File: config.mk
export PLATFORM = sky130hd
export DESIGN_NAME = in_order_completion_window_core
export DESIGN_NICKNAME = d
export VERILOG_FILES = /design/src/rtl/ioc_pkg.sv /design/src/rtl/ioc_ctrl.sv /design/src/rtl/ioc_dp.sv /design/src/rtl/in_order_completion_window_core.sv
export SDC_FILE = /design/constraint.sdc
export NUM_CORES = 1
export LEC_CHECK = 0
export BUFFER_PORTS_ARGS = -buffer_cell sky130_fd_sc_hd__buf_2
export CORE_UTILIZATION = 50
export CTS_CLUSTER_SIZE = 8
export DETAILED_ROUTE_END_ITERATION = 10
export PLACE_DENSITY = 0.75
export SLEW_MARGIN = 25
export SYNTH_ARGS = -nofsm -noshare
export SYNTH_HDL_FRONTEND = slang
export SYNTH_SLANG_ARGS = --single-unit
File: constraint.sdc
create_clock -name clk_i -period 6.3 [get_ports clk_i]
set_input_delay 0.63 -clock clk_i [delete_from_list [all_inputs] [get_ports clk_i]]
set_output_delay 0.63 -clock clk_i [all_outputs]
set_load 0.02 [all_outputs]
File: src/rtl/ioc_pkg.sv
// Shared constants and types for the in-order completion window.
package ioc_pkg;

  // Window of completion marks starting at the head id
  localparam int WINDOW    = 16;
  localparam int IDX_W     = $clog2(WINDOW);
  localparam int RUN_W     = $clog2(WINDOW + 1);

  // Fixed field widths
  localparam int ID_W      = 64;
  localparam int SEED_W    = 64;
  localparam int ACT_W     = 2;
  localparam int CNT_W     = 16;
  localparam int COUNT_W   = 5;
  localparam int START_MAX = 31;
  localparam logic [CNT_W-1:0] CNT_MAX = {CNT_W{1'b1}};

  // Action codes of an input word
  localparam logic [ACT_W-1:0] ACT_DONE   = 2'd0;
  localparam logic [ACT_W-1:0] ACT_CANCEL = 2'd1;
  localparam logic [ACT_W-1:0] ACT_START  = 2'd2;

  // Controller to datapath commands
  typedef struct packed {
    logic accept;  // take the input word this cycle
    logic step;    // retire one more id and slide the window
  } ioc_cmd_t;

  // Datapath to controller status
  typedef struct packed {
    logic retire_hit;  // the word completes the head id
    logic mark0;       // the id now at the head is already done
  } ioc_stat_t;

endpackage

File: src/rtl/ioc_ctrl.sv
// Controller: accepts words and sequences the retire scan over the window.
module ioc_ctrl (
  input  logic                clk_i,
  input  logic                rst_ni,
  input  logic                start,
  output logic                busy,
  output logic                done_o,
  input  ioc_pkg::ioc_stat_t  stat_i,
  output ioc_pkg::ioc_cmd_t   cmd_o
);

  typedef enum logic {
    ST_IDLE,
    ST_SCAN
  } state_e;

  state_e state_q;
  logic   done_q;

  assign busy   = (state_q == ST_SCAN);
  assign done_o = done_q;

  // Commands to the datapath
  always_comb begin
    cmd_o        = '0;
    cmd_o.accept = (state_q == ST_IDLE) && start;
    cmd_o.step   = (state_q == ST_SCAN) && stat_i.mark0;
  end

  // State and result strobe
  always_ff @(posedge clk_i or negedge rst_ni) begin
    if (!rst_ni) begin
      state_q <= ST_IDLE;
      done_q  <= 1'b0;
    end else begin
      done_q <= 1'b0;
      case (state_q)
        ST_IDLE: begin
          if (start) begin
            if (stat_i.retire_hit) begin
              state_q <= ST_SCAN;
            end else begin
              done_q <= 1'b1;
            end
          end
        end
        ST_SCAN: begin
          // leave when the next id is not yet done
          if (!stat_i.mark0) begin
            state_q <= ST_IDLE;
            done_q  <= 1'b1;
          end
        end
        default: begin
          state_q <= ST_IDLE;
        end
      endcase
    end
  end

endmodule

File: src/rtl/ioc_dp.sv
// Datapath: head id, completion marks, active count and result registers.
module ioc_dp (
  input  logic                                 clk_i,
  input  logic                                 rst_ni,
  input  logic                                 cfg_we_i,
  input  logic        [ioc_pkg::ID_W-1:0]      cfg_wdata_i,
  input  logic        [ioc_pkg::ACT_W-1:0]     action_i,
  input  logic        [ioc_pkg::ID_W-1:0]      item_id_i,
  input  logic signed [ioc_pkg::SEED_W-1:0]    seed_i,
  input  logic                                 gen_done_i,
  input  logic                                 halt_i,
  input  ioc_pkg::ioc_cmd_t                    cmd_i,
  output ioc_pkg::ioc_stat_t                   stat_o,
  output logic        [ioc_pkg::COUNT_W-1:0]   start_count_o,
  output logic                                 progress_valid_o,
  output logic signed [ioc_pkg::SEED_W-1:0]    progress_seed_o,
  output logic                                 finished_o,
  output logic        [ioc_pkg::ID_W-1:0]      head_now_o,
  output logic                                 out_of_window_o
);

  logic [ioc_pkg::ID_W-1:0]   head_q, head_d;
  logic [ioc_pkg::WINDOW-1:0] marks_q, marks_d;
  logic [ioc_pkg::CNT_W-1:0]  active_q, active_d;
  logic                       all_done_q, all_done_d;

  logic [ioc_pkg::RUN_W-1:0]  run_q, run_d;
  logic                       pvalid_q, pvalid_d;
  logic signed [ioc_pkg::SEED_W-1:0] pseed_q, pseed_d;
  logic                       fin_q, fin_d;
  logic                       oow_q, oow_d;

  logic [ioc_pkg::CNT_W-1:0]  count_dn;
  logic                       all_done_new;
  logic [ioc_pkg::ID_W-1:0]   offset;
  logic                       in_window;
  logic                       win_open;

  // Offset of the item from the head, modulo 2^64
  assign offset       = item_id_i - head_q;
  assign in_window    = offset < ioc_pkg::ID_W'(ioc_pkg::WINDOW);
  assign count_dn     = (active_q != '0) ? active_q - 1'b1 : active_q;
  assign all_done_new = all_done_q | gen_done_i;
  assign win_open     = !all_done_new && !halt_i;

  always_comb begin
    stat_o            = '0;
    stat_o.retire_hit = (action_i == ioc_pkg::ACT_DONE) && win_open && (offset == '0);
    stat_o.mark0      = marks_q[0];
  end

  // Next state of the window and the result word
  always_comb begin
    head_d     = head_q;
    marks_d    = marks_q;
    active_d   = active_q;
    all_done_d = all_done_q;
    run_d      = run_q;
    pvalid_d   = pvalid_q;
    pseed_d    = pseed_q;
    fin_d      = fin_q;
    oow_d      = oow_q;

    if (cmd_i.accept) begin
      run_d    = '0;
      pvalid_d = 1'b0;
      pseed_d  = '0;
      fin_d    = 1'b0;
      oow_d    = 1'b0;
      case (action_i)
        ioc_pkg::ACT_DONE: begin
          active_d   = count_dn;
          all_done_d = all_done_new;
          fin_d      = (count_dn == '0);
          if (win_open) begin
            if (offset == '0) begin
              // head retires; slide by one and scan for more
              marks_d  = marks_q >> 1;
              head_d   = head_q + 1'b1;
              run_d    = ioc_pkg::RUN_W'(1);
              pvalid_d = 1'b1;
              pseed_d  = seed_i;
            end else if (in_window) begin
              marks_d[offset[ioc_pkg::IDX_W-1:0]] = 1'b1;
            end else begin
              oow_d = 1'b1;
            end
          end
        end
        ioc_pkg::ACT_CANCEL: begin
          active_d = count_dn;
          fin_d    = (count_dn == '0);
        end
        ioc_pkg::ACT_START: begin
          if (active_q != ioc_pkg::CNT_MAX) begin
            active_d = active_q + 1'b1;
          end
        end
        default: begin
        end
      endcase
    end else if (cmd_i.step) begin
      // next id was already done: retire it too
      marks_d = marks_q >> 1;
      head_d  = head_q + 1'b1;
      run_d   = run_q + 1'b1;
    end

    // register write reloads the window
    if (cfg_we_i) begin
      head_d     = cfg_wdata_i;
      marks_d    = '0;
      all_done_d = 1'b0;
    end
  end

  // Window state
  always_ff @(posedge clk_i or negedge rst_ni) begin
    if (!rst_ni) begin
      head_q     <= '0;
      marks_q    <= '0;
      active_q   <= '0;
      all_done_q <= 1'b0;
    end else begin
      head_q     <= head_d;
      marks_q    <= marks_d;
      active_q   <= active_d;
      all_done_q <= all_done_d;
    end
  end

  // Result word registers
  always_ff @(posedge clk_i) begin
    run_q    <= run_d;
    pvalid_q <= pvalid_d;
    pseed_q  <= pseed_d;
    fin_q    <= fin_d;
    oow_q    <= oow_d;
  end

  assign start_count_o    = (int'(run_q) > ioc_pkg::START_MAX) ?
                            ioc_pkg::COUNT_W'(ioc_pkg::START_MAX) :
                            ioc_pkg::COUNT_W'(run_q);
  assign progress_valid_o = pvalid_q;
  assign progress_seed_o  = pseed_q;
  assign finished_o       = fin_q;
  assign head_now_o       = head_q;
  assign out_of_window_o  = oow_q;

endmodule

File: src/rtl/in_order_completion_window_core.sv
// Top level of the in-order completion window: controller plus datapath.
//
// Usage: a word (action, item id, seed, gen_done, halt) is taken at a clock
// edge with start high and busy low. Every word yields one result word, shown
// for exactly one cycle with done_o high; the receiver cannot hold it off.
// Start, cancel, out-of-window and non-head completions, and completions
// taken while halted or all done: result in the cycle after the accept, busy
// stays low, a new word may follow every cycle. Other head completions: the
// controller retires one id per cycle while the next id is marked done; busy
// stays high while it scans the k contiguous done ids after the head (at most
// WINDOW-1), and the result is strobed at the edge where busy falls.
// The start_id register is written through cfg_we_i/cfg_wdata_i; the user
// must write it only while idle, as the block does not enforce this. A write
// reloads the head id and clears the marks and the all-done flag.
// Reset clears the head id, marks, active count and all-done flag; no result
// is strobed until a word is accepted.
module in_order_completion_window_core (
  input  logic                                 clk_i,
  input  logic                                 rst_ni,
  input  logic                                 cfg_we_i,
  input  logic        [ioc_pkg::ID_W-1:0]      cfg_wdata_i,
  input  logic                                 start,
  output logic                                 busy,
  input  logic        [ioc_pkg::ACT_W-1:0]     action_i,
  input  logic        [ioc_pkg::ID_W-1:0]      item_id_i,
  input  logic signed [ioc_pkg::SEED_W-1:0]    seed_i,
  input  logic                                 gen_done_i,
  input  logic                                 halt_i,
  output logic                                 done_o,
  output logic        [ioc_pkg::COUNT_W-1:0]   start_count_o,
  output logic                                 progress_valid_o,
  output logic signed [ioc_pkg::SEED_W-1:0]    progress_seed_o,
  output logic                                 finished_o,
  output logic        [ioc_pkg::ID_W-1:0]      head_now_o,
  output logic                                 out_of_window_o
);

  ioc_pkg::ioc_cmd_t  cmd;
  ioc_pkg::ioc_stat_t stat;

  ioc_ctrl u_ctrl (
    .clk_i  (clk_i),
    .rst_ni (rst_ni),
    .start  (start),
    .busy   (busy),
    .done_o (done_o),
    .stat_i (stat),
    .cmd_o  (cmd)
  );

  ioc_dp u_dp (
    .clk_i            (clk_i),
    .rst_ni           (rst_ni),
    .cfg_we_i         (cfg_we_i),
    .cfg_wdata_i      (cfg_wdata_i),
    .action_i         (action_i),
    .item_id_i        (item_id_i),
    .seed_i           (seed_i),
    .gen_done_i       (gen_done_i),
    .halt_i           (halt_i),
    .cmd_i            (cmd),
    .stat_o           (stat),
    .start_count_o    (start_count_o),
    .progress_valid_o (progress_valid_o),
    .progress_seed_o  (progress_seed_o),
    .finished_o       (finished_o),
    .head_now_o       (head_now_o),
    .out_of_window_o  (out_of_window_o)
  );

endmodule

==> summary.txt <==
Synth
  • Combinational family with the most area after synthesis: simple AND/OR/NAND/NOR gates
  • Post-synthesis simple-gate area fraction: 27.8%
  • Post-Synthesis Cells: 1799
  • Post-synth top area cell: dfrtp_1
  • Asr flop ratio synth: 57.9%
  • Adder and majority gate portion of the synthesized area: 6.07%
  • Yosys Warn Count: 0
  • Cells taking the most area after synthesis: dfrtp_1 17%, edfxtp_1 15%, ha_1 5.9%
  • Syn nets: 2068
  • Post-synthesis sequential area ratio: 32.4%
  • Multiplexer share of the synthesized area: 1.07%
  • Seq cells post-synth: 171
  • Netlist cell types: 82
  • Ys flop type: dfrtp_1
  • Mean Syn Cell Area: 7.97 sq um
  • Post-synth top cells: 159 x nand2_1, 157 x nor2_1, 117 x o21ai_0, 105 x inv_1, 103 x a21oi_1
  • Post-Syn Area: 14300 sq um
  • Post-Synth XOR/XNOR Area: 2.57%
  • Compound-Gate Fraction of Synth Area: 23.9%
  • Post-synth top area share: 17.3%
  • Most numerous cell in the Yosys netlist: nand2_1
  • Post-synth EDFFs: 72

Setup path
  • Reg-to-Reg Start: u_dp.head_now_o[44]$_DFFE_PN0P_
  • Req. time, crit path: 6.66 ns
  • Critical path origin: u_dp.head_now_o[44]$_DFFE_PN0P_
  • Reg2reg path depth: 16
  • CP bufs+invs: 2
  • Arr. time, crit path: 6.01 ns
  • Crit. End Element: register
  • Critical Path Stages: 16
  • CP Max Fanout: 60
  • Worst-path cell chain: inv_1 > ha_1 > a21o_1 > a31o_2 > a21oi_1 > mux2i_1 > or4_1 > nor4_1 > nand4_1 > nor4_1 > nor4b_4 > nand4_1 > o31a_2 > buf_12 > or4_1 > a31oi_1
  • Flop2flop setup slack: 0.64 ns
  • CP startpoint kind: register
  • Crit Path Class: register to register
  • Highest cell delay on the worst timing path: 0.52 ns
  • Reg2reg end: u_dp.head_now_o[48]$_DFFE_PN0P_
  • Family with the most delay on the worst path: simple AND/OR/NAND/NOR gates
  • CP max stage cell: or4_1

Flow run
  • Max-cap violation count: 0

Clock network
  • Post-CTS setup buffer count: 0
  • CTS Root Cell: clkbuf_16
  • H-tree levels: 4
  • Clock Sinks: 171
  • Post-CTS Resized: 0
  • CTS Buffer Depth: 2
  • CTS Buf Count: 17
  • Clock latency on the worst-skew pair: 0.45 ns
  • Clock slew at reported path FFs: 0.08 ns
  • TritonCTS clock tree: built
  • Post-CTS Hold Buffers: 0

Drt
  • 1st-iter DRT viols: 1493
  • Routed length per instance: 22.9 microns
  • Detailed-route via count: 16100
  • Routed WL: 56.4 mm
  • Drt via density: 6.51
  • DRT Pass-1 Iters: 6
  • DRC Markers: 0
  • Routed Antenna Nets: 0

Place
  • IO Port Bufs: 337
  • Detailed Place HPWL: 44.4 mm
  • Pre-CTS WS: 0.601 ns
  • RePlAce Congestion: 1.04

Cells and area
  • Area grow syn2layout: 18.2%
  • Multi-input logic area: 8830 sq um
  • Nets@finish: 2344
  • FILL cells: 2548
  • Storage cell area: 4640 sq um
  • Final core occ: 60.5%
  • Layout cell share with drive strength beyond 1: 21.0%

STA
  • Setup TNS: 0 ns
  • Final setup fails: 0
  • Hold slack: 0.103 ns
  • Hold Vio Cnt, Final: 0
  • Unrepaired setup endpoints after global routing: false
  • Period minus WS final: 5.66 ns
  • Rel. slew slack: 31.6%
  • Final worst slack: 0.643 ns
  • Final cycle utilization of the critical path: 89.8%
  • Max frequency: 0.177 GHz
  • Slew Limit Fails: 0
  • Clock Skew: 0.0178 ns
  • Worst Max-Slew Pin Slew: 1.02 ns

Global route
  • Initial antenna violation count: 4
  • Remaining global-route overflow: 0
  • Vias in the first global route: 14800
  • Total global-route track usage: 37.9%
  • Largest net degree at the start of global routing: 76
  • First-pass GRT wire length: 85.4 mm

Floorplanning
  • Initial Util: 51.2%
  • Row count: 61
  • Chip Width: 171 microns
  • Die area: 29400 sq um
  • Core area: 28000 sq um
  • Top-level I/O count: 338
  • Die H: 171 microns

Status
  • Status: complete, no violations

Power and ir drop
  • Pwr dens: 238 nW/um^2
  • Leakage: 0.00737 uW
  • VDD IR max: 0.170 mV

Hold path
  • Min-delay worst type: input port to asynchronous set/reset pin
## stage by stage
step	area [sq um]	instances	power, uW
2_1_floorplan	14300	1799	2370
3_3_place_gp	16300	2434	2850
3_5_place_dp	16300	2434	2860
4_1_cts	16900	2466	4010
5_1_grt	16900	2467	4230
6_report	16900	2469	4030
## cells by family (layout without fill, tap and decap cells)
kind of cell	count (synthesis)	in the layout
compound gates	517	517
xor+xnor	42	42
fa+ha+maj	69	69
buf+inv	219	508
flops	171	171
mux	15	15
other cells	0	3
simple gates	766	766
## placed cells by master, fill, tap and decap left out, drive strengths merged, types with 5 or more instances in the layout
cell / netlist / routed
buf: 22 / 368
nand2: 159 / 159
nor2: 157 / 157
o21ai: 119 / 119
inv: 107 / 117
a21oi: 108 / 108
dfrtp: 99 / 99
and3: 80 / 80
nand4: 76 / 76
nand3: 74 / 74
edfxtp: 72 / 72
ha: 68 / 68
a31oi: 55 / 55
or4: 50 / 50
nor3: 48 / 48
o31ai: 32 / 32
or3: 30 / 30
o211ai: 28 / 28
o21a: 27 / 27
xnor2: 27 / 27
nor4: 26 / 26
a21o: 20 / 20
a221oi: 19 / 19
clkbuf: 89 / 17
xor2: 15 / 15
a211oi: 14 / 14
and2: 14 / 14
nand2b: 13 / 13
mux2i: 12 / 12
o21bai: 12 / 12
o22ai: 11 / 11
or2: 11 / 11
and4: 10 / 10
a21boi: 6 / 6
o211a: 6 / 6
nor2b: 5 / 5
a211o: 5 / 5
## where the power goes
part           leakage [uW]  internal, uW  total [uW]  switching [uW]
Sequential          0.00193          1270        1430             158
Combinational       0.00515           516        1460             945
Clock              0.000300           580        1140             564
## registers in the layout (all words and copies together), names as in the netlist
name,flops
u_ctrl.busy,1
u_ctrl.done_o,1
u_dp.active_q,16
u_dp.all_done_q,1
u_dp.finished_o,1
u_dp.head_now_o,64
u_dp.marks_q,16
u_dp.out_of_window_o,1
u_dp.progress_seed_o,64
u_dp.progress_valid_o,1
u_dp.start_count_o,5
## layout make-up
type / count / area share (%)
Tap cell: 378 / 2.79
Timing Repair Buffer: 368 / 11.6
Antenna cell: 3 / 0.0443
Multi-Input combinational cell: 1409 / 52.1
Clock buffer: 17 / 2.51
Clock inverter: 15 / 1.14
Inverter: 108 / 2.40
Sequential cell: 171 / 27.4
## worst max path at each step
stage	endpoint	slack [ns]
after floorplan	u_dp.head_now_o[48]$_DFFE_PN0P_	1.51
after global placement	u_dp.head_now_o[40]$_DFFE_PN0P_	0.73
after detailed placement	u_dp.head_now_o[13]$_DFFE_PN0P_	0.60
after CTS	u_dp.head_now_o[50]$_DFFE_PN0P_	0.82
after global routing	u_dp.head_now_o[37]$_DFFE_PN0P_	0.34
final	u_dp.head_now_o[48]$_DFFE_PN0P_	0.64
## metal layers
| metal | GRT usage, % | wire [microns] | share of wire, % |
|---|---|---|---|
| met5 | 0 | 24 | 0.043 |
| met2 | 61.3 | 25900 | 46 |
| met4 | 21.0 | 3130 | 5.5 |
| met3 | 7.06 | 4860 | 8.6 |
| met1 | 47.8 | 22500 | 40 |
Note: power is estimated with default switching activity, not from simulation.
